File: config.mk
export PLATFORM = sky130hd
export DESIGN_NAME = thread_watchdog_table
export DESIGN_NICKNAME = d
export VERILOG_FILES = /design/src/rtl/core/thrwd_pkg.sv /design/src/rtl/core/thrwd_ctrl.sv /design/src/rtl/core/thrwd_dpath.sv /design/src/rtl/core/thread_watchdog_table.sv
export SDC_FILE = /design/constraint.sdc
export NUM_CORES = 2
export LEC_CHECK = 0
export BUFFER_PORTS_ARGS = -buffer_cell sky130_fd_sc_hd__buf_2
export CORE_MARGIN = 2
export CORE_UTILIZATION = 56
export CTS_CLUSTER_DIAMETER = 50
export DETAILED_ROUTE_END_ITERATION = 16
export GPL_ROUTABILITY_DRIVEN = 0
export PLACE_DENSITY = 0.76
export SETUP_SLACK_MARGIN = 0.5
export SKIP_CTS_REPAIR_TIMING = 1
export SYNTH_ARGS = -nofsm -noshare
export SYNTH_HDL_FRONTEND = slang
export SYNTH_HIERARCHICAL = 1
export SYNTH_SLANG_ARGS = --single-unit
export TNS_END_PERCENT = 20
File: constraint.sdc
create_clock -name clk_i -period 7.9 [get_ports clk_i]
set_clock_uncertainty 0.2 [all_clocks]
set_input_delay 0.79 -clock clk_i [delete_from_list [all_inputs] [get_ports clk_i]]
set_output_delay 0.79 -clock clk_i [all_outputs]
set_load 0.01 [all_outputs]
File: src/rtl/core/thrwd_pkg.sv
`timescale 1ns / 1ps
`default_nettype none

package thrwd_pkg;

  // Table geometry
  localparam int unsigned SLOTS  = 8;
  localparam int unsigned SLOT_W = (SLOTS > 1) ? $clog2(SLOTS) : 1;

  // Operation codes
  localparam logic [2:0] OP_ENABLE  = 3'd0;
  localparam logic [2:0] OP_DISABLE = 3'd1;
  localparam logic [2:0] OP_KICK    = 3'd2;
  localparam logic [2:0] OP_SET_TMO = 3'd3;
  localparam logic [2:0] OP_GET_TMO = 3'd4;
  localparam logic [2:0] OP_CHECK   = 3'd5;

  // Status codes
  localparam logic [1:0] ST_OK        = 2'd0;
  localparam logic [1:0] ST_LIMIT     = 2'd1;
  localparam logic [1:0] ST_INVALID   = 2'd2;
  localparam logic [1:0] ST_NOT_FOUND = 2'd3;

  // Configuration register indexes and reset values
  localparam logic        REG_DEFAULT_TMO  = 1'b0;
  localparam logic        REG_MANUAL_RESET = 1'b1;
  localparam logic [31:0] DEFAULT_TMO_RST  = 32'd1000;

  // Commands from the controller to the datapath
  typedef struct packed {
    logic load;    // capture a new item and restart the scan
    logic step;    // advance the scan index
    logic hit;     // record the current slot as the hit
    logic commit;  // apply table updates and register the result
  } ctrl_cmd_t;

  // Status from the datapath to the controller
  typedef struct packed {
    logic direct;  // item answered without a table scan
    logic match;   // current slot satisfies the operation
    logic last;    // current slot is the last one
  } dp_sts_t;

endpackage

`default_nettype wire

File: src/rtl/core/thrwd_ctrl.sv
`timescale 1ns / 1ps
`default_nettype none

module thrwd_ctrl
  import thrwd_pkg::*;
(
  input  wire logic      clk_i,
  input  wire logic      rst_ni,
  input  wire logic      in_valid_i,
  output logic           in_ready_o,
  output logic           out_valid_o,
  input  wire logic      out_ready_i,
  input  wire dp_sts_t   sts_i,
  output ctrl_cmd_t      cmd_o
);

  localparam logic [1:0] S_IDLE = 2'd0;
  localparam logic [1:0] S_SCAN = 2'd1;
  localparam logic [1:0] S_RESP = 2'd2;

  logic [1:0] state_q, state_d;
  logic       out_valid_q, out_valid_d;

  assign in_ready_o  = (state_q == S_IDLE);
  assign out_valid_o = out_valid_q;

  // Sequence load, scan and response
  always_comb begin
    state_d = state_q;
    cmd_o   = '0;
    case (state_q)
      S_IDLE: begin
        if (in_valid_i) begin
          cmd_o.load = 1'b1;
          state_d    = S_SCAN;
        end
      end
      S_SCAN: begin
        if (sts_i.direct) begin
          state_d = S_RESP;
        end else if (sts_i.match) begin
          cmd_o.hit = 1'b1;
          state_d   = S_RESP;
        end else if (sts_i.last) begin
          state_d = S_RESP;
        end else begin
          cmd_o.step = 1'b1;
        end
      end
      S_RESP: begin
        if (!out_valid_q || out_ready_i) begin
          cmd_o.commit = 1'b1;
          state_d      = S_IDLE;
        end
      end
      default: state_d = S_IDLE;
    endcase
  end

  // Output register occupancy
  always_comb begin
    out_valid_d = out_valid_q;
    if (cmd_o.commit) begin
      out_valid_d = 1'b1;
    end else if (out_ready_i) begin
      out_valid_d = 1'b0;
    end
  end

  always_ff @(posedge clk_i or negedge rst_ni) begin
    if (!rst_ni) begin
      state_q     <= S_IDLE;
      out_valid_q <= 1'b0;
    end else begin
      state_q     <= state_d;
      out_valid_q <= out_valid_d;
    end
  end

endmodule

`default_nettype wire

File: src/rtl/core/thrwd_dpath.sv
`timescale 1ns / 1ps
`default_nettype none

module thrwd_dpath
  import thrwd_pkg::*;
(
  input  wire logic        clk_i,
  input  wire logic        rst_ni,
  input  wire logic        cfg_we_i,
  input  wire logic        cfg_idx_i,
  input  wire logic [31:0] cfg_wdata_i,
  input  wire logic [2:0]  opcode_i,
  input  wire logic [15:0] client_id_i,
  input  wire logic [31:0] timeout_ms_i,
  input  wire logic [31:0] now_ms_i,
  input  wire logic        from_isr_i,
  input  wire ctrl_cmd_t   cmd_i,
  output dp_sts_t          sts_o,
  output logic [1:0]       status_o,
  output logic [31:0]      timeout_value_o,
  output logic             hw_kick_o,
  output logic             reset_request_o
);

  // Configuration registers
  logic [31:0] dflt_tmo_q;
  logic        man_rst_q;

  // Captured item
  logic [2:0]  op_q;
  logic [15:0] id_q;
  logic [31:0] tmo_q;
  logic [31:0] now_q;
  logic        isr_q;

  // Scan state
  logic [SLOT_W-1:0] idx_q;
  logic              hit_q;
  logic [SLOT_W-1:0] hit_idx_q;
  logic [31:0]       hit_tmo_q;

  // Slot table
  logic              slot_taken_q [SLOTS];
  logic [15:0]       slot_client_q[SLOTS];
  logic [31:0]       slot_tmo_q   [SLOTS];
  logic [31:0]       slot_kick_q  [SLOTS];

  // Result register
  logic [1:0]  status_q, status_d;
  logic [31:0] tval_q, tval_d;
  logic        kick_q, kick_d;
  logic        rst_req_q, rst_req_d;

  logic        id_zero;
  logic        cur_taken;
  logic [15:0] cur_client;
  logic [31:0] cur_tmo;
  logic [31:0] elapsed;
  logic        expired;

  // Slot write controls
  logic        wr_new, wr_clear, wr_kick, wr_tmo;
  logic [31:0] new_tmo;

  assign id_zero    = (id_q == 16'd0);
  assign cur_taken  = slot_taken_q[idx_q];
  assign cur_client = slot_client_q[idx_q];
  assign cur_tmo    = slot_tmo_q[idx_q];
  assign elapsed    = now_q - slot_kick_q[idx_q];
  assign expired    = cur_taken && (cur_client != 16'd0) && (elapsed > cur_tmo);
  assign new_tmo    = (tmo_q == 32'd0) ? dflt_tmo_q : tmo_q;

  // Decide whether the item needs a scan, and test the current slot
  always_comb begin
    sts_o.direct = 1'b0;
    sts_o.match  = 1'b0;
    sts_o.last   = (idx_q == SLOT_W'(SLOTS - 1));
    case (op_q)
      OP_ENABLE:  sts_o.match = !cur_taken;
      OP_DISABLE: begin
        sts_o.direct = id_zero;
        sts_o.match  = cur_taken && (cur_client == id_q);
      end
      OP_KICK, OP_SET_TMO, OP_GET_TMO: begin
        sts_o.direct = id_zero;
        sts_o.match  = (cur_client == id_q);
      end
      OP_CHECK:   sts_o.match = expired;
      default:    sts_o.direct = 1'b1;
    endcase
  end

  // Form the result and the table update
  always_comb begin
    status_d  = ST_OK;
    tval_d    = 32'd0;
    kick_d    = 1'b0;
    rst_req_d = 1'b0;
    wr_new    = 1'b0;
    wr_clear  = 1'b0;
    wr_kick   = 1'b0;
    wr_tmo    = 1'b0;
    case (op_q)
      OP_ENABLE: begin
        status_d = hit_q ? ST_OK : ST_LIMIT;
        wr_new   = hit_q;
      end
      OP_DISABLE: begin
        if (id_zero) begin
          status_d = ST_INVALID;
        end else if (hit_q) begin
          wr_clear = 1'b1;
        end else begin
          status_d = ST_NOT_FOUND;
        end
      end
      OP_KICK: begin
        if (id_zero) begin
          if (isr_q) begin
            kick_d = 1'b1;
          end else begin
            status_d = ST_INVALID;
          end
        end else if (hit_q) begin
          wr_kick = 1'b1;
        end else begin
          status_d = ST_NOT_FOUND;
        end
      end
      OP_SET_TMO: begin
        if (id_zero) begin
          status_d = ST_INVALID;
        end else if (hit_q) begin
          wr_tmo = 1'b1;
        end else begin
          status_d = ST_NOT_FOUND;
        end
      end
      OP_GET_TMO: begin
        if (id_zero) begin
          status_d = ST_INVALID;
        end else if (hit_q) begin
          tval_d = hit_tmo_q;
        end else begin
          status_d = ST_NOT_FOUND;
        end
      end
      OP_CHECK: begin
        kick_d    = !hit_q;
        rst_req_d = hit_q && man_rst_q;
      end
      default: status_d = ST_INVALID;
    endcase
  end

  // Configuration writes
  always_ff @(posedge clk_i or negedge rst_ni) begin
    if (!rst_ni) begin
      dflt_tmo_q <= DEFAULT_TMO_RST;
      man_rst_q  <= 1'b1;
    end else if (cfg_we_i) begin
      if (cfg_idx_i == REG_DEFAULT_TMO) begin
        dflt_tmo_q <= cfg_wdata_i;
      end else if (cfg_idx_i == REG_MANUAL_RESET) begin
        man_rst_q <= cfg_wdata_i[0];
      end
    end
  end

  // Capture the item and hold it for the whole operation
  always_ff @(posedge clk_i) begin
    if (cmd_i.load) begin
      op_q  <= opcode_i;
      id_q  <= client_id_i;
      tmo_q <= timeout_ms_i;
      now_q <= now_ms_i;
      isr_q <= from_isr_i;
    end
  end

  // Scan index and hit record
  always_ff @(posedge clk_i or negedge rst_ni) begin
    if (!rst_ni) begin
      idx_q <= '0;
      hit_q <= 1'b0;
    end else if (cmd_i.load) begin
      idx_q <= '0;
      hit_q <= 1'b0;
    end else begin
      if (cmd_i.step) begin
        idx_q <= idx_q + SLOT_W'(1);
      end
      if (cmd_i.hit) begin
        hit_q <= 1'b1;
      end
    end
  end

  always_ff @(posedge clk_i) begin
    if (cmd_i.hit) begin
      hit_idx_q <= idx_q;
      hit_tmo_q <= cur_tmo;
    end
  end

  // Update the slot at the hit index
  always_ff @(posedge clk_i or negedge rst_ni) begin
    if (!rst_ni) begin
      for (int i = 0; i < SLOTS; i++) begin
        slot_taken_q[i]  <= 1'b0;
        slot_client_q[i] <= 16'd0;
        slot_tmo_q[i]    <= 32'd0;
        slot_kick_q[i]   <= 32'd0;
      end
    end else if (cmd_i.commit) begin
      for (int i = 0; i < SLOTS; i++) begin
        if (hit_idx_q == SLOT_W'(i)) begin
          if (wr_new) begin
            slot_taken_q[i]  <= 1'b1;
            slot_client_q[i] <= id_q;
            slot_tmo_q[i]    <= new_tmo;
            slot_kick_q[i]   <= now_q;
          end
          if (wr_clear) begin
            slot_taken_q[i]  <= 1'b0;
            slot_client_q[i] <= 16'd0;
            slot_tmo_q[i]    <= 32'd0;
            slot_kick_q[i]   <= 32'd0;
          end
          if (wr_kick) begin
            slot_kick_q[i] <= now_q;
          end
          if (wr_tmo) begin
            slot_tmo_q[i] <= tmo_q;
          end
        end
      end
    end
  end

  // Result register
  always_ff @(posedge clk_i) begin
    if (cmd_i.commit) begin
      status_q  <= status_d;
      tval_q    <= tval_d;
      kick_q    <= kick_d;
      rst_req_q <= rst_req_d;
    end
  end

  assign status_o        = status_q;
  assign timeout_value_o = tval_q;
  assign hw_kick_o       = kick_q;
  assign reset_request_o = rst_req_q;

endmodule

`default_nettype wire

File: src/rtl/core/thread_watchdog_table.sv
`timescale 1ns / 1ps
`default_nettype none

// Watchdog table for up to SLOTS software clients. Each transfer on the slave
// stream carries one command (enable, disable, kick, set timeout, get timeout,
// check) and yields exactly one response transfer on the master stream. A
// command is captured, then the slot table is walked one slot per cycle until
// the first matching slot or the last slot, and the result is then written
// into the output register once that register is free or being read. Commands
// with client id 0 on disable, kick and the timeout operations, and unused
// opcodes, are answered without walking the table. The slot walk reads the
// table through a single read port. A new command is taken once the previous
// response sits in the output register, even if the master side has not yet
// taken it. Configuration writes are taken at any time and should be made
// while no command is in flight.

module thread_watchdog_table
  import thrwd_pkg::*;
(
  input  wire logic        clk_i,
  input  wire logic        rst_ni,
  // Configuration
  input  wire logic        cfg_we_i,
  input  wire logic        cfg_idx_i,
  input  wire logic [31:0] cfg_wdata_i,
  // Command stream
  input  wire logic        s_axis_tvalid,
  output logic             s_axis_tready,
  input  wire logic [79:0] s_axis_tdata,  // client_id[15:0], timeout_ms[47:16], now_ms[79:48]
  input  wire logic [3:0]  s_axis_tuser,  // opcode[2:0], from_isr[3]
  // Response stream
  output logic             m_axis_tvalid,
  input  wire logic        m_axis_tready,
  output logic [39:0]      m_axis_tdata   // status[1:0], timeout_value[33:2], hw_kick[34],
                                          // reset_request[35], zero[39:36]
);

  ctrl_cmd_t   cmd;
  dp_sts_t     sts;
  logic [1:0]  status;
  logic [31:0] timeout_value;
  logic        hw_kick;
  logic        reset_request;

  thrwd_ctrl u_ctrl (
    .clk_i       (clk_i),
    .rst_ni      (rst_ni),
    .in_valid_i  (s_axis_tvalid),
    .in_ready_o  (s_axis_tready),
    .out_valid_o (m_axis_tvalid),
    .out_ready_i (m_axis_tready),
    .sts_i       (sts),
    .cmd_o       (cmd)
  );

  thrwd_dpath u_dpath (
    .clk_i           (clk_i),
    .rst_ni          (rst_ni),
    .cfg_we_i        (cfg_we_i),
    .cfg_idx_i       (cfg_idx_i),
    .cfg_wdata_i     (cfg_wdata_i),
    .opcode_i        (s_axis_tuser[2:0]),
    .client_id_i     (s_axis_tdata[15:0]),
    .timeout_ms_i    (s_axis_tdata[47:16]),
    .now_ms_i        (s_axis_tdata[79:48]),
    .from_isr_i      (s_axis_tuser[3]),
    .cmd_i           (cmd),
    .sts_o           (sts),
    .status_o        (status),
    .timeout_value_o (timeout_value),
    .hw_kick_o       (hw_kick),
    .reset_request_o (reset_request)
  );

  assign m_axis_tdata = {4'd0, reset_request, hw_kick, timeout_value, status};

endmodule

`default_nettype wire

== Word-level counts from Yosys, hierarchy flattened ==
Cells that the tools add are included.

* Add/sub/neg operators: 2
* Order comparisons: 2
* Equality and inequality tests: 19
* Mux-type cells: 61
* Bitwise logic cells: 4
* Reductions and logical operators: 52

{| class="wikitable"
|+ Operators by type and width
! kind !! count
|-
| 2-to-1 mux 32 bit || 11
|-
| binary-select mux 32 bit (select 3 bit) || 2
|-
| AND reduction 3 bit || 25
|-
| 2-to-1 mux 16 bit || 4
|-
| binary-select mux 16 bit (select 3 bit) || 1
|-
| > comparator 32 bit || 1
|-
| logical NOT 32 bit || 1
|-
| subtractor 32 bit || 1
|-
| 2-to-1 mux 1 bit || 24
|-
| 2-to-1 mux 2 bit || 11
|-
| == test 3 bit (second input constant) || 7
|-
| == test 16 bit || 1
|-
| logical NOT 16 bit || 1
|-
| nonzero test 16 bit || 1
|-
| == test 3 x 2 -> 1 bit (second input constant) || 4
|-
| OR reduction 3 bit || 3
|-
| one-hot mux 2 bit (4 select lines) || 1
|-
| nonzero test 2 bit || 4
|-
| == test 3 x 1 -> 1 bit (second input constant) || 2
|-
| logical NOT 3 bit || 2
|-
| 2-to-1 mux 3 bit || 2
|-
| one-hot mux 2 bit (3 select lines) || 1
|-
| nonzero test 3 bit || 2
|-
| greater-or-equal comparator 4 bit (second input constant) || 1
|-
| 18 further kinds || 27
|}

* Bits in registers: 843
* Bits of input ports: 122
* Output and inout bits: 42
* Logic and storage cells: 189

== Longest topological paths before layout ==
* Word-level depth: 13
* Mapped depth: 29
* Mapped depth without buffers: 25

== Cells and area by module ==
Netlist, hierarchy kept.

{| class="wikitable"
|+ By module, submodules not included
! module !! times used !! cells each !! area an instance (um^2) !! sequential area each (um^2)
|-
| thrwd_dpath || 1 || 3,206 || 36,926.7 || 21,804.7
|-
| thrwd_ctrl || 1 || 17 || 175.2 || 75.1
|-
| thread_watchdog_table || 1 || 7 || 48.8 || 0.0
|}

== Least setup slack after synthesis ==
OpenSTA, ideal clock, no wires.

* Path type: flip-flop to flip-flop
* Start: reg u_dpath.idx_q[0]
* End: reg u_dpath.hit_idx_q[0], enable pin
* Arrival time: 7.240 ns
* Slack: 0.037 ns
* Stages on the path, launching flop included: 23
* Buffers on the path: 5
* Period minus slack after synthesis: 7.863 ns
* Cells stage by stage: dfrtp_1 -> buf_6 -> buf_2 -> clkbuf_1 -> buf_1 -> buf_2 -> mux4_2 -> mux2i_1 -> ha_1 -> a21o_1 -> or3_1 -> o211ai_1 -> a211o_1 -> a31oi_1 -> a221oi_1 -> o311ai_0 -> ha_1 -> nand4_1 -> nor4_1 -> o21ai_0 -> a21oi_1 -> or3_1 -> nor3b_2

{| class="wikitable"
|+ RTL lines
! element !! RTL line !! source
|-
| start, declared || thrwd_dpath.sv:37 || <nowiki>logic [SLOT_W-1:0] idx_q;</nowiki>
|-
| start signal, assigned || thrwd_dpath.sv:191 || <nowiki>idx_q <= idx_q + SLOT_W'(1);</nowiki>
|-
| end signal, assigned || thrwd_dpath.sv:201 || <nowiki>hit_idx_q <= idx_q;</nowiki>
|-
| end, declared || thrwd_dpath.sv:39 || <nowiki>logic [SLOT_W-1:0] hit_idx_q;</nowiki>
|}

==> qor_table.md <==
| Metric | Value |
|---|---|
| Result of the run | finished clean |
| Leading cell types by total area after synthesis | dfrtp_1, edfxtp_1, mux4_2, o21ai_0, nand2_1 |
| Dominant combinational cell family by area after synthesis | multiplexers |
| Global-route wire length before repair | 144000 µm |
| Area used by multi-input combinational logic | 14400 µm² |
| H-tree level count | 3 |
| Initial Util | 56.5% |
| Post-synthesis average cell area | 11.5 µm² |
| Synthesized-area fraction occupied by adder cells | 2.28% |
| Latest clock arrival within the worst-skew pair | 0.66 ns |
| Total I/O pin count | 164 |
| Fraction of synthesized cell area in xor and xnor cells | 1.04% |
| Min Tclk post-route | 6.93 ns |
| Pre-CTS WS | 1.08 ns |
| Floorplan die width | 262 µm |
| Post-synthesis simple-gate area fraction | 10.7% |
| Synth Area in Compound Gates | 11.5% |
| Number of library cell types mapped by synthesis | 59 |
| Synthesis Warnings | 6 |
| IR drop worst, VDD | 0.232 mV |
| Portion of the post-synthesis area used by sequential elements | 58.9% |
| CTS tree | built |
| Post-detailed-placement half-perimeter wirelength | 55600 µm |
| Pwr Density | 286 nW/µm² |
| Setup TNS Final | 0 ns |
| Die area | 68400 µm² |
| Worst setup slack after layout | 0.968 ns |
| Cell type contributing the most total cell area after synthesis | dfrtp_1 |
| Remaining number of nets flagged by the antenna check after routing | 0 |
| Number of buffers created by CTS | 93 |
| Diode count | 0 |
| Global router's overall resource usage | 27.4% |
| Count of clock tree sinks | 843 |
| Crit Path Class | flip-flop to flip-flop |
| Pre-Repair DR Iteration Count | 5 |
| RSZ-0062 raised after global routing | no |
| FILL cells | 4923 |
| Area inside the core boundary | 65700 µm² |
| Via Count | 25400 |
| Max-capacitance violation count | 0 |
| Number of synthesized flops with an enable pin | 155 |
| Pin slew with the least headroom to its limit | 1.22 ns |
| CP max FO | 53 |
| Antenna violations before repair | 1 |
| Maximum clock path buffer count | 3 |
| Largest net degree at the start of global routing | 176 |
| Initial detailed-routing violation count | 2298 |
| CTS Root Buffer Type | clkbuf_16 |
| GR Overflow Total | 0 |
| Fraction of synthesized cell area taken by the top area cell type | 45.9% |
| Number of nets in the layout | 3526 |
| Required arrival time at the worst endpoint | 8.20 ns |
| Number of global-route vias before repair | 25600 |
| Synthesis-stage register bit count | 843 |
| Area of the mapped netlist | 37200 µm² |
| Rel. slew slack | 18.2% |
| Share of post-route cells with drive strength above 1 | 17.7% |
| Final critical-path share of the clock period | 87.8% |
| Most used flip-flop cell after synthesis | dfrtp_1 |
| Detailed-route vias per instance | 5.92 |
| Sequential cell area | 21900 µm² |
| Overall routed net length | 91400 µm |
| Startpoint class of the critical path | flip-flop |
| Port-buffer cells | 159 |
| Detailed-route wire length per cell | 21.3 µm |
| Category of the worst setup path capture point | flip-flop |
| CTS clock-pin slew for the worst setup and hold paths | 0.05 ns |
| DRC viols | 0 |
| Data arrival time of the critical path | 7.23 ns |
| Count of mapped cells out of synthesis | 3230 |
| Static Leak | 18.3 nW |
| Final Slew Violations | 0 |
| Number of rows in the core area | 94 |
| Proportion of synthesized area in mux cells | 13.1% |
| Hold Vio Cnt, Final | 0 |
| Asr flop ratio synth | 81.6% |
| Fmax | 144 MHz |
| Kind of path behind the tightest hold check | input pin to async pin |
| Final number of setup-violating endpoints | 0 |
| Chip height | 262 µm |
| Layout area overhead | 12.8% |
cell usage in the layout (no fill, tap or decap), drive strengths merged, types with 4 or more instances in the layout:
| cell type | Yosys | routed |
|---|---|---|
| o21a | 4 | 4 |
| bufinv | 0 | 5 |
| nor3 | 14 | 14 |
| nor2 | 38 | 38 |
| mux2 | 36 | 36 |
| nor4 | 21 | 21 |
| a21oi | 37 | 37 |
| conb | 1 | 4 |
| nand3 | 6 | 6 |
| a211oi | 6 | 6 |
| and3 | 10 | 10 |
| dfstp | 7 | 7 |
| clkbuf | 168 | 127 |
| edfxtp | 155 | 155 |
| buf | 31 | 207 |
| nand2b | 8 | 8 |
| clkinv | 0 | 27 |
| xnor2 | 32 | 32 |
| mux4 | 162 | 162 |
| xor2 | 12 | 12 |
| and2 | 35 | 35 |
| or3 | 4 | 4 |
| nor3b | 5 | 5 |
| dfrtp | 681 | 681 |
| nor2b | 6 | 6 |
| or4 | 4 | 4 |
| inv | 40 | 53 |
| ha | 66 | 66 |
| o21ai | 668 | 668 |
| clkinvlp | 0 | 5 |
| mux2i | 80 | 80 |
| nand4 | 15 | 15 |
| nand2 | 778 | 778 |
| a21o | 57 | 57 |
cell usage after synthesis (4+ instances only):
cell type,number
o21a_1,4
or4_1,4
nand3_1,6
mux2_2,36
a21o_1,57
buf_2,11
mux4_2,162
buf_1,12
nand2_1,778
buf_4,7
nor3_1,13
and2_1,35
or3_1,4
nor2_1,38
ha_1,66
mux2i_1,80
edfxtp_1,155
xnor2_1,32
nor2b_1,6
and3_1,10
inv_1,40
dfrtp_1,681
nand4_1,15
a21oi_1,37
xor2_1,12
o21ai_0,668
nor4_1,21
clkbuf_1,168
dfstp_2,7
nand2b_1,8
a211oi_1,6
area by class of cell:
cell class,count,share of cell area (%)
timing repair buffer,208,2.86
multi-input combinational,2151,34.4
sequential,843,52.2
tap,864,2.58
inverter,40,0.358
clock inverter,50,1.20
clock buffer,126,6.36
metrics by stage:
stage / instances / util, % / area [µm²] / total power [mW] / hold slack, ns
after floorplan: 3233 / - / 37200 / 6.87 / 0.245
after global placement: 4105 / 58.9 / 38700 / 7.60 / 0.256
after detailed placement: 4105 / 58.9 / 38700 / 7.65 / 0.265
after CTS: 4281 / 63.7 / 41900 / 12.0 / 0.0587
after global routing: 4282 / 63.7 / 41900 / 12.5 / 0.0792
final: 4282 / 63.7 / 41900 / 12.0 / 0.0299
registers in the layout (all words and copies together) (netlist names), 16 cells and up:
signal	flops
u_dpath/id_q	16
u_dpath/slot_kick_q	256
u_dpath/hit_tmo_q	32
u_dpath/now_q	32
u_dpath/timeout_value_o	32
u_dpath/tmo_q	32
u_dpath/slot_tmo_q	256
u_dpath/dflt_tmo_q	32
u_dpath/slot_client_q	128
per-layer routing:
layer  global-route usage (%)  vias to the layer above  share of wire [%]
li1                         -                    11600                  -
met1                     38.0                    12700                 42
met2                     43.5                      820                 48
met3                     4.57                      173                6.1
met4                     11.4                        2                3.8
met5                        0                        -              0.014
report_power, final:
| part | internal [mW] | switching (mW) |
|---|---|---|
| sequential | 4.85 | 0.372 |
| combinational | 0.973 | 1.40 |
| clock | 2.56 | 1.82 |
| total | 8.39 | 3.59 |
path summary, 6_finish.rpt:
| kind | cells past startpoint | start | end | slack, ns |
|---|---|---|---|---|
| min | 1 | rst_ni | u_dpath/slot_kick_q[241] | 0.03 |
| min in group clk_i | 1 | s_axis_tdata[41] | u_dpath/tmo_q[25] | 0.10 |
| min reg2reg | 2 | u_dpath/slot_client_q[8] | u_dpath/slot_client_q[8] | 0.28 |
| max | 21 | u_dpath/idx_q[1] | u_dpath/idx_q[1] | 0.97 |
| max in group asynchronous | 2 | rst_ni | u_dpath/slot_client_q[60] | 5.88 |
| max reg2reg | 21 | u_dpath/idx_q[1] | u_dpath/idx_q[1] | 0.97 |
critical path, stage by stage, from the launching register on:
cell      delay [ns]
dfrtp_4         0.91
mux4_2          0.42
mux2i_1         0.22
ha_1            0.30
a21o_1          0.22
or3_1           0.31
o211ai_1        0.37
a211o_1         0.24
a31oi_1         0.17
a221oi_1        0.62
o311ai_0        0.23
ha_1            0.35
nand4_1         0.14
nor4_1          0.36
a41oi_1         0.15
nand3_1         0.11
a21oi_1         0.05
or3_1           0.39
nor3_2          0.32
and3_1          0.34
mux2i_1         0.21
nor2_1          0.05
logic make-up after synthesis:
family,count (synthesis)
buffers and inverters,239
muxes,278
DFF,843
other,1
adders and majority gates,67
xor gates and xnor gates,44
and+or+nand+nor,956
AOI/OAI and AO/OA,802
Power figures use the tool's default switching activity.
